**src/hw/rtl/ctir_pkg.sv**
```systemverilog
// shared types and constants for the interface adapter timer and interrupt registers
// no dependencies
package ctir_pkg;

   // command codes carried by a request
   typedef enum logic [1:0] {
      CMD_READ  = 2'd0,
      CMD_WRITE = 2'd1,
      CMD_TICK  = 2'd2,
      CMD_RAISE = 2'd3
   } ctir_command_type;

   localparam int RegCount = 16;
   localparam int IndexWidth = $clog2(RegCount);

   // register indexes with special meaning
   localparam logic [IndexWidth-1:0] IDX_TLO = 4'd4;
   localparam logic [IndexWidth-1:0] IDX_THI = 4'd5;
   localparam logic [IndexWidth-1:0] IDX_ICR = 4'd13;

   localparam logic [7:0] REG_RESET_VALUE = 8'hFF;
   localparam logic [7:0] ICR_ACTIVE_BIT = 8'h80;
   localparam logic [6:0] MASK_BITS = 7'h7F;

   typedef struct packed {
      ctir_command_type       command;
      logic [IndexWidth-1:0]  reg_index;
      logic [7:0]             write_data;
      logic [7:0]             source_bits;
   } ctir_request_type;

   typedef struct packed {
      logic [7:0] read_data;
      logic       cpu_irq;
   } ctir_result_type;

endpackage

```
**src/hw/rtl/ctir_channels.sv**
```systemverilog
// valid/ready channel interfaces for requests and results
// depends on ctir_pkg
interface ctir_req_if import ctir_pkg::*; ();
   logic                  valid;
   logic                  ready;
   logic [1:0]            command;
   logic [IndexWidth-1:0] reg_index;
   logic [7:0]            write_data;
   logic [7:0]            source_bits;

   modport source (output valid, command, reg_index, write_data, source_bits, input ready);
   modport sink (input valid, command, reg_index, write_data, source_bits, output ready);
endinterface

interface ctir_rsp_if ();
   logic       valid;
   logic       ready;
   logic [7:0] read_data;
   logic       cpu_irq;

   modport source (output valid, read_data, cpu_irq, input ready);
   modport sink (input valid, read_data, cpu_irq, output ready);
endinterface

```
**src/hw/rtl/cia_timer_interrupt_registers_top.sv**
```systemverilog
// top level of the interface adapter timer and interrupt registers
// depends on ctir_pkg, ctir_channels and ctir_core

// Each request (read, write, timer tick or interrupt raise) is taken when it is offered
// and ready is high, and its result appears in the output register in the next cycle;
// a new request is accepted every cycle as long as the result register is empty or being
// drained, so the sustained rate is one request per clock. All state updates are done in
// the accepting cycle, so back-to-back requests always see the effect of the one before.
module cia_timer_interrupt_registers_top import ctir_pkg::*; (
   input logic        clock,
   input logic        reset,
   ctir_req_if.sink   req,
   ctir_rsp_if.source rsp
);

   logic             accept;
   ctir_request_type request;
   ctir_result_type  result;

   logic            rsp_valid_ff;
   logic            rsp_valid_in;
   ctir_result_type rsp_data_ff;

   assign req.ready = !rsp_valid_ff || rsp.ready;
   assign accept = req.valid && req.ready;

   assign request.command = ctir_command_type'(req.command);
   assign request.reg_index = req.reg_index;
   assign request.write_data = req.write_data;
   assign request.source_bits = req.source_bits;

   ctir_core u_core (
      .clock   (clock),
      .reset   (reset),
      .accept  (accept),
      .request (request),
      .result  (result)
   );

   // result register
   assign rsp_valid_in = accept || (rsp_valid_ff && !rsp.ready);

   always_ff @(posedge clock) begin
      if (reset) begin
         rsp_valid_ff <= 1'b0;
      end else begin
         rsp_valid_ff <= rsp_valid_in;
      end
   end

   always_ff @(posedge clock) begin
      if (accept) begin
         rsp_data_ff <= result;
      end
   end

   assign rsp.valid = rsp_valid_ff;
   assign rsp.read_data = rsp_data_ff.read_data;
   assign rsp.cpu_irq = rsp_data_ff.cpu_irq;

   // every accepted request produces a result next cycle
   assert property (@(posedge clock) disable iff (reset)
      accept |=> rsp.valid)
      else $error("accepted request gave no result");

   // only a tick may raise the cpu interrupt
   assert property (@(posedge clock) disable iff (reset)
      accept && req.command != CMD_TICK |=> !rsp.cpu_irq)
      else $error("cpu interrupt on a non-tick request");

   // read data is zero except for reads
   assert property (@(posedge clock) disable iff (reset)
      accept && req.command != CMD_READ |=> rsp.read_data == 8'd0)
      else $error("non-zero read data on a non-read request");

endmodule

```
**src/hw/rtl/ctir_core.sv**
```systemverilog
// register file, timer a counter, reload latch and interrupt mask with their update logic
// depends on ctir_pkg
module ctir_core import ctir_pkg::*; (
   input  logic             clock,
   input  logic             reset,
   input  logic             accept,
   input  ctir_request_type request,
   output ctir_result_type  result
);

   logic [7:0]  reg_file_ff [RegCount];
   logic [7:0]  reg_file_in [RegCount];
   logic [15:0] reload_ff;
   logic [15:0] reload_in;
   logic [6:0]  enable_ff;
   logic [6:0]  enable_in;

   logic [15:0] count_dec;
   logic [7:0]  icr_raised;

   assign count_dec = {reg_file_ff[IDX_THI], reg_file_ff[IDX_TLO]} - 16'd1;
   assign icr_raised = reg_file_ff[IDX_ICR] | request.source_bits;

   // next state and result for the accepted request
   always_comb begin
      reg_file_in = reg_file_ff;
      reload_in = reload_ff;
      enable_in = enable_ff;
      result = '0;
      case (request.command)
         CMD_READ: begin
            result.read_data = reg_file_ff[request.reg_index];
            if (request.reg_index == IDX_ICR) begin
               reg_file_in[IDX_ICR] = '0;
            end
         end
         CMD_WRITE: begin
            if (request.reg_index == IDX_TLO) begin
               reload_in[7:0] = request.write_data;
            end else if (request.reg_index == IDX_THI) begin
               reload_in[15:8] = request.write_data;
            end else if (request.reg_index == IDX_ICR) begin
               if ((request.write_data & ICR_ACTIVE_BIT) != 8'd0) begin
                  enable_in = enable_ff | (request.write_data[6:0] & MASK_BITS);
               end else begin
                  enable_in = enable_ff & ~(request.write_data[6:0] & MASK_BITS);
               end
            end else begin
               reg_file_in[request.reg_index] = request.write_data;
            end
         end
         CMD_TICK: begin
            if (count_dec == 16'd0) begin
               reg_file_in[IDX_THI] = reload_ff[15:8];
               reg_file_in[IDX_TLO] = reload_ff[7:0];
               reg_file_in[IDX_ICR] = reg_file_ff[IDX_ICR] | 8'h01;
               result.cpu_irq = enable_ff[0];
            end else begin
               reg_file_in[IDX_THI] = count_dec[15:8];
               reg_file_in[IDX_TLO] = count_dec[7:0];
            end
         end
         CMD_RAISE: begin
            if ((enable_ff & request.source_bits[6:0]) != 7'd0) begin
               reg_file_in[IDX_ICR] = icr_raised | ICR_ACTIVE_BIT;
            end else begin
               reg_file_in[IDX_ICR] = icr_raised;
            end
         end
         default: begin
            result = '0;
         end
      endcase
   end

   // state registers, updated only on an accepted request
   always_ff @(posedge clock) begin
      if (reset) begin
         for (int i = 0; i < RegCount; i++) begin
            reg_file_ff[i] <= REG_RESET_VALUE;
         end
         reload_ff <= '0;
         enable_ff <= '0;
      end else if (accept) begin
         reg_file_ff <= reg_file_in;
         reload_ff <= reload_in;
         enable_ff <= enable_in;
      end
   end

   // reading the interrupt control register leaves it clear
   assert property (@(posedge clock) disable iff (reset)
      accept && request.command == CMD_READ && request.reg_index == IDX_ICR
      |=> reg_file_ff[IDX_ICR] == 8'd0)
      else $error("icr not cleared after read");

   // writes to the timer indexes reach only the reload latch
   assert property (@(posedge clock) disable iff (reset)
      accept && request.command == CMD_WRITE
      && (request.reg_index == IDX_TLO || request.reg_index == IDX_THI)
      |=> $stable(reg_file_ff[IDX_TLO]) && $stable(reg_file_ff[IDX_THI]))
      else $error("timer write disturbed the counter");

   // an interrupt pulse always leaves timer pending bit set
   assert property (@(posedge clock) disable iff (reset)
      accept && result.cpu_irq |=> reg_file_ff[IDX_ICR][0])
      else $error("cpu interrupt without pending timer flag");

endmodule
```
**src/flat_wrapper.sv**
```systemverilog
// flat-port wrapper written by rule: the top's interface ports become plain ports
module cia_timer_interrupt_registers_top_flat import ctir_pkg::*;
  (clock, reset, req_valid, req_command, req_reg_index, req_write_data, req_source_bits, req_ready, rsp_valid, rsp_read_data, rsp_cpu_irq, rsp_ready);
  ctir_req_if req_i ();
  ctir_rsp_if rsp_i ();
  input logic clock;
  input logic reset;
  input wire logic [$bits(req_i.valid)-1:0] req_valid;
  input wire logic [$bits(req_i.command)-1:0] req_command;
  input wire logic [$bits(req_i.reg_index)-1:0] req_reg_index;
  input wire logic [$bits(req_i.write_data)-1:0] req_write_data;
  input wire logic [$bits(req_i.source_bits)-1:0] req_source_bits;
  output wire logic [$bits(req_i.ready)-1:0] req_ready;
  output wire logic [$bits(rsp_i.valid)-1:0] rsp_valid;
  output wire logic [$bits(rsp_i.read_data)-1:0] rsp_read_data;
  output wire logic [$bits(rsp_i.cpu_irq)-1:0] rsp_cpu_irq;
  input wire logic [$bits(rsp_i.ready)-1:0] rsp_ready;
  assign req_i.valid = req_valid;
  assign req_i.command = req_command;
  assign req_i.reg_index = req_reg_index;
  assign req_i.write_data = req_write_data;
  assign req_i.source_bits = req_source_bits;
  assign req_ready = req_i.ready;
  assign rsp_valid = rsp_i.valid;
  assign rsp_read_data = rsp_i.read_data;
  assign rsp_cpu_irq = rsp_i.cpu_irq;
  assign rsp_i.ready = rsp_ready;
  cia_timer_interrupt_registers_top u_core (.clock(clock), .reset(reset), .req(req_i), .rsp(rsp_i));
endmodule
```
**config.mk**
```make
export PLATFORM = sky130hd
export DESIGN_NAME = cia_timer_interrupt_registers_top_flat
export DESIGN_NICKNAME = d
export VERILOG_FILES = /design/src/hw/rtl/ctir_pkg.sv /design/src/hw/rtl/ctir_channels.sv /design/src/hw/rtl/cia_timer_interrupt_registers_top.sv /design/src/hw/rtl/ctir_core.sv /design/src/flat_wrapper.sv
export SDC_FILE = /design/constraint.sdc
export NUM_CORES = 1
export LEC_CHECK = 0
export ABC_AREA = 1
export BUFFER_PORTS_ARGS = -buffer_cell sky130_fd_sc_hd__buf_4
export CAP_MARGIN = 10
export CORE_MARGIN = 10
export CORE_UTILIZATION = 50
export DETAILED_ROUTE_END_ITERATION = 12
export PLACE_DENSITY = 0.67
export SYNTH_ARGS = -nofsm -noshare
export SYNTH_HDL_FRONTEND = slang
export SYNTH_SLANG_ARGS = --single-unit
```
**constraint.sdc**
```tcl
create_clock -name clock -period 2.2 [get_ports clock]
set_clock_uncertainty 0.2 [all_clocks]
set_input_delay 0.22 -clock clock [delete_from_list [all_inputs] [get_ports clock]]
set_output_delay 0.22 -clock clock [all_outputs]
set_load 0.01 [all_outputs]
```
==> impl_metrics.prom <==
# TYPE chip_impl_metric gauge
chip_impl_metric{name="final_nets",unit=""} 1094
chip_impl_metric{name="hold-path-cell-count",unit=""} 5
chip_impl_info{name="critical_path.reg2reg.startpoint",value="u_core.u_core.reg_file_ff[90]"} 1
chip_impl_metric{name="timing.final.hold_violations",unit=""} 0
chip_impl_metric{name="grt_overflow",unit=""} 0
chip_impl_metric{name="cts_buffer_depth",unit=""} 2
chip_impl_metric{name="fin_crit_sh",unit="%"} 99.7
chip_impl_metric{name="ioPinCount",unit=""} 37
chip_impl_info{name="timing.critical_path.to_type",value="flop"} 1
chip_impl_metric{name="tightestPinTransition",unit="ns"} 0.683
chip_impl_metric{name="slew_headroom",unit="%"} 54.4
chip_impl_metric{name="synth_warnings",unit=""} 0
chip_impl_metric{name="diodes",unit=""} 0
chip_impl_info{name="timing.rr.end",value="u_core.u_core.reg_file_ff[94]"} 1
chip_impl_metric{name="post-dp-hpwl",unit="mm"} 15.5
chip_impl_metric{name="power.clock.fraction",unit="%"} 44.5
chip_impl_metric{name="dpl_cell_area",unit="µm²"} 8230
chip_impl_metric{name="maxCapViolations",unit=""} 0
chip_impl_metric{name="seq_power_share",unit="%"} 45.4
chip_impl_metric{name="internal_power",unit="mW"} 4.96
chip_impl_metric{name="number_of_enable_flip_flop_cells_after_synthesis",unit=""} 9
chip_impl_info{name="rsz_0062_raised_after_global_routing",value="yes"} 1
chip_impl_info{name="startpoint_to_endpoint_class_of_the_critical_path",value="reg -> reg"} 1
chip_impl_metric{name="slowest_delay",unit="ns"} 0.38
chip_impl_info{name="critical-path-slowest-cell",value="sky130_fd_sc_hd__dfxtp_1"} 1
chip_impl_metric{name="synth_nets",unit=""} 1033
chip_impl_metric{name="worst_skew_pair.late_latency",unit="ns"} 0.43
chip_impl_info{name="most_used_flip_flop_cell_after_synthesis",value="sky130_fd_sc_hd__dfxtp_1"} 1
chip_impl_metric{name="post_drt_wl_per_cell",unit="µm"} 18.4
chip_impl_metric{name="cts_num_sinks",unit=""} 161
chip_impl_metric{name="critical_path_arrival",unit="ns"} 2.37
chip_impl_info{name="synth_largest_area_cell",value="sky130_fd_sc_hd__dfxtp_1"} 1
chip_impl_metric{name="max_freq",unit="GHz"} 0.456
chip_impl_metric{name="timing.final.ws_setup",unit="ns"} 0.00758
chip_impl_info{name="synthTopCellsByCount",value="247 x sky130_fd_sc_hd__nand2_1, 152 x sky130_fd_sc_hd__dfxtp_1, 109 x sky130_fd_sc_hd__o211ai_1"} 1
chip_impl_metric{name="number_of_antenna_violations_at_the_first_check_in_global_routing",unit=""} 0
chip_impl_metric{name="register_bit_total_from_synthesis",unit=""} 161
chip_impl_metric{name="syn_to_final_growth",unit="%"} 22.1
chip_impl_info{name="holdCritStartpoint",value="req_source_bits[0]"} 1
chip_impl_metric{name="route.vias.total",unit=""} 7285
chip_impl_info{name="hold_path_end",value="u_core.u_core.reg_file_ff[16]"} 1
chip_impl_metric{name="place.gp.congestion",unit=""} 0.930
chip_impl_metric{name="drt_iter0_markers",unit=""} 674
chip_impl_metric{name="drc_errors",unit=""} 0
chip_impl_metric{name="drt-total-wl",unit="mm"} 23.2
chip_impl_metric{name="post-route-util",unit="%"} 63.1
chip_impl_metric{name="switching_share",unit="%"} 26.0
chip_impl_info{name="worst_hold_class",value="in -> reg"} 1
chip_impl_info{name="start_kind",value="flop"} 1
chip_impl_metric{name="core.rowCount",unit=""} 44
chip_impl_metric{name="post_route_cells_drive_above_1_share",unit="%"} 17.1
chip_impl_metric{name="cts_buffers",unit=""} 17
chip_impl_metric{name="crit_path_max_fanout",unit=""} 6
chip_impl_metric{name="power_switching",unit="mW"} 1.74
chip_impl_metric{name="cts.reportedPaths.clkPinSlew",unit="ns"} 0.07
chip_impl_metric{name="die_width",unit="µm"} 143
chip_impl_metric{name="p_leak",unit="nW"} 4.22
chip_impl_metric{name="share_of_power_burned_in_combinational_logic",unit="%"} 10.1
chip_impl_info{name="netlist_top_cells_area",value="sky130_fd_sc_hd__dfxtp_1 40%, sky130_fd_sc_hd__nand2_1 12%, sky130_fd_sc_hd__o211ai_1 11%"} 1
chip_impl_metric{name="critical_path.n_buffers_inverters",unit=""} 1
chip_impl_metric{name="cts_max_level",unit=""} 4
chip_impl_info{name="dominant_delay_contributor_by_cell_family_on_the_critical_path",value="simple AND/OR/NAND/NOR gates"} 1
chip_impl_info{name="tritoncts",value="yes"} 1
chip_impl_metric{name="pre_cts_ws",unit="ns"} 0.0234
chip_impl_metric{name="ff2ff_path_depth",unit=""} 14
chip_impl_info{name="critical-path-top-cell-by-count",value="sky130_fd_sc_hd__nand2_1"} 1
chip_impl_metric{name="aggregate_negative_setup_slack",unit="ns"} 0
chip_impl_metric{name="route.detailed.vias_per_inst",unit=""} 5.77
chip_impl_metric{name="vdd_drop_max",unit="V"} 0.000612
chip_impl_metric{name="netlist-cell-type-count",unit=""} 41
chip_impl_metric{name="netlist_instances",unit=""} 1005
chip_impl_metric{name="grt_max_degree",unit=""} 58
chip_impl_metric{name="grt_util_all_layers",unit="%"} 22.2
chip_impl_metric{name="timing.critical_path.required",unit="ns"} 2.38
chip_impl_metric{name="via_count_of_the_first_global_routing_pass",unit=""} 6678
chip_impl_metric{name="timing.final.crit_period",unit="ns"} 2.19
chip_impl_metric{name="maxSlewViolCount",unit=""} 0
chip_impl_metric{name="syn-mean-instance-area",unit="µm²"} 7.56
chip_impl_metric{name="synth_largest_type_area_fraction",unit="%"} 40.1
chip_impl_metric{name="power.density_cell_area",unit="nW/µm²"} 722
chip_impl_metric{name="die_h",unit="µm"} 143
chip_impl_metric{name="dr.pass1.iters",unit=""} 6
chip_impl_metric{name="antenna_left",unit=""} 0
chip_impl_metric{name="grt_first_pass_wirelength",unit="mm"} 36.0
chip_impl_metric{name="die_area",unit="µm²"} 20500
chip_impl_metric{name="syn-cell-area",unit="µm²"} 7590
chip_impl_metric{name="setup-violations-final",unit=""} 0
chip_impl_info{name="synth.most_common_cell",value="sky130_fd_sc_hd__nand2_1"} 1
chip_impl_metric{name="finalInstanceArea",unit="µm²"} 9270
chip_impl_metric{name="synth_seq_area_share",unit="%"} 43.6
chip_impl_info{name="outcome",value="finished clean"} 1
chip_impl_metric{name="setup.reg_to_reg.worst_slack",unit="ns"} 0.008
chip_impl_metric{name="buffer_ports.inserted",unit=""} 36
chip_impl_metric{name="total_power",unit="mW"} 6.70
chip_impl_metric{name="async_flop_share",unit="%"} 0
chip_impl_metric{name="core_region_area",unit="µm²"} 14700
chip_impl_metric{name="initial_utilization",unit="%"} 51.7
chip_impl_info{name="cts_root_buf",value="sky130_fd_sc_hd__clkbuf_16"} 1
chip_impl_info{name="critical_path.cell_chain",value="nor2_4, nand2_4, nor2_4, nand2_1, nand2_1, nand2_1, nor2_1, nand2_1, nor2_4, buf_12, nand3_1, nand2_1, nand3_2, nand2_1"} 1
-- timing repair --
action	in CTS	in global routing
pin swaps	1	17
gates cloned	0	1
setup buffers	0	6
hold buffers	17	0
setup endpoints to repair	1	46
gates resized for setup	1	58
hold endpoints to repair	56	0
-- through the flow --
stage	cells	hold WS, ns
6_report	1263	0.0232
5_1_grt	1263	0.0672
4_1_cts	1256	0.0133
3_5_place_dp	1207	0.243
3_3_place_gp	1207	0.242
2_1_floorplan	1005	0.129
-- metal layers --
| layer | vias up | GRT usage, % | routed length [µm] |
|---|---|---|---|
| met3 | 31 | 3.75 | 1300 |
| met4 | 0 | 7.36 | 426 |
| li1 | 3579 | - | - |
| met1 | 3439 | 29.6 | 10300 |
| met5 | - | 0 | 0 |
| met2 | 236 | 35.5 | 11200 |
-- how the worst max path moves through the flow --
stage / start / cells after the start / endpoint
after floorplan: u_core.rsp.valid / 10 / u_core.u_core.reg_file_ff[81]
after global placement: u_core.u_core.reg_file_ff[88] / 14 / u_core.u_core.reg_file_ff[92]
after detailed placement: u_core.u_core.reg_file_ff[88] / 14 / u_core.u_core.reg_file_ff[92]
after CTS: u_core.u_core.reg_file_ff[88] / 14 / u_core.u_core.reg_file_ff[16]
after global routing: u_core.u_core.reg_file_ff[93] / 13 / u_core.u_core.reg_file_ff[94]
final: u_core.u_core.reg_file_ff[90] / 14 / u_core.u_core.reg_file_ff[94]
-- power by group through the flow --
stage	Clock [mW]	Sequential (mW)	Combinational (mW)
6_report	2.98	3.04	0.674
5_1_grt	3.13	3.04	0.732
4_1_cts	3.02	3.03	0.647
3_5_place_dp	0	3.10	0.620
3_3_place_gp	0	3.10	0.618
2_1_floorplan	0	3.09	0.354
-- area by class of cell --
| type | instances | area, µm² |
|---|---|---|
| Multi-Input combinational cell | 666 | 3730 |
| Tap cell | 184 | 230 |
| Inverter | 120 | 460 |
| Clock inverter | 14 | 158 |
| Sequential cell | 161 | 3320 |
| Fill cell | 1284 | 5430 |
| Clock buffer | 18 | 439 |
| Timing Repair Buffer | 100 | 927 |
-- sequential cells by signal, summed over array words and instances, names as in the netlist, named ones only --
signal,count
u_core.rsp.valid,1
u_core.rsp.read_data,8
u_core.u_core.reload_ff,16
u_core.rsp.cpu_irq,1
u_core.u_core.reg_file_ff,128
-- placed cells by master (no fill, tap or decap), types with 2 or more instances in the layout --
| cell | instances |
|---|---|
| sky130_fd_sc_hd__inv_4 | 2 |
| sky130_fd_sc_hd__o221ai_1 | 8 |
| sky130_fd_sc_hd__dfxtp_2 | 5 |
| sky130_fd_sc_hd__a22oi_1 | 23 |
| sky130_fd_sc_hd__nor2_4 | 15 |
| sky130_fd_sc_hd__inv_6 | 2 |
| sky130_fd_sc_hd__nand2_2 | 7 |
| sky130_fd_sc_hd__clkinv_1 | 10 |
| sky130_fd_sc_hd__buf_12 | 9 |
| sky130_fd_sc_hd__nor2_2 | 14 |
| sky130_fd_sc_hd__o21ai_1 | 2 |
| sky130_fd_sc_hd__dlygate4sd3_1 | 17 |
| sky130_fd_sc_hd__o22ai_1 | 17 |
| sky130_fd_sc_hd__nand3_1 | 70 |
| sky130_fd_sc_hd__inv_2 | 8 |
| sky130_fd_sc_hd__o21ai_0 | 39 |
| sky130_fd_sc_hd__nand2_4 | 2 |
| sky130_fd_sc_hd__clkbuf_16 | 18 |
| sky130_fd_sc_hd__clkinvlp_4 | 3 |
| sky130_fd_sc_hd__inv_1 | 98 |
| sky130_fd_sc_hd__nand2_1 | 241 |
| sky130_fd_sc_hd__dfxtp_1 | 146 |
| sky130_fd_sc_hd__clkinv_2 | 3 |
| sky130_fd_sc_hd__a311oi_1 | 7 |
| sky130_fd_sc_hd__nand3_2 | 5 |
| sky130_fd_sc_hd__o211ai_1 | 109 |
| sky130_fd_sc_hd__a41oi_1 | 8 |
| sky130_fd_sc_hd__nor2_1 | 36 |
| sky130_fd_sc_hd__a221oi_1 | 2 |
| sky130_fd_sc_hd__bufinv_16 | 2 |
| sky130_fd_sc_hd__nand3_4 | 4 |
| sky130_fd_sc_hd__buf_4 | 72 |
| sky130_fd_sc_hd__a21oi_1 | 42 |
| sky130_fd_sc_hd__edfxtp_1 | 9 |
| sky130_fd_sc_hd__clkinv_4 | 5 |
-- logic make-up (layout without fill, tap and decap cells) --
logic type,after synthesis,in the layout,share of synthesized area (%)
simple gates,400,400,23.0
buf+inv,178,252,9.44
flops,161,161,43.6
fa+ha+maj,2,2,0.329
compound gates,262,262,23.4
xor+xnor,2,2,0.231
-- worst reg2reg max path: stages (launching register included) --
cell                      delay [ns]
sky130_fd_sc_hd__dfxtp_1        0.38
sky130_fd_sc_hd__nor2_4         0.15
sky130_fd_sc_hd__nand2_4        0.10
sky130_fd_sc_hd__nor2_4         0.17
sky130_fd_sc_hd__nand2_1        0.10
sky130_fd_sc_hd__nand2_1        0.07
sky130_fd_sc_hd__nand2_1        0.07
sky130_fd_sc_hd__nor2_1         0.11
sky130_fd_sc_hd__nand2_1        0.09
sky130_fd_sc_hd__nor2_4         0.22
sky130_fd_sc_hd__buf_12         0.16
sky130_fd_sc_hd__nand3_1        0.08
sky130_fd_sc_hd__nand2_1        0.09
sky130_fd_sc_hd__nand3_2        0.06
sky130_fd_sc_hd__nand2_1        0.07
Power figures use the tool's default switching activity.
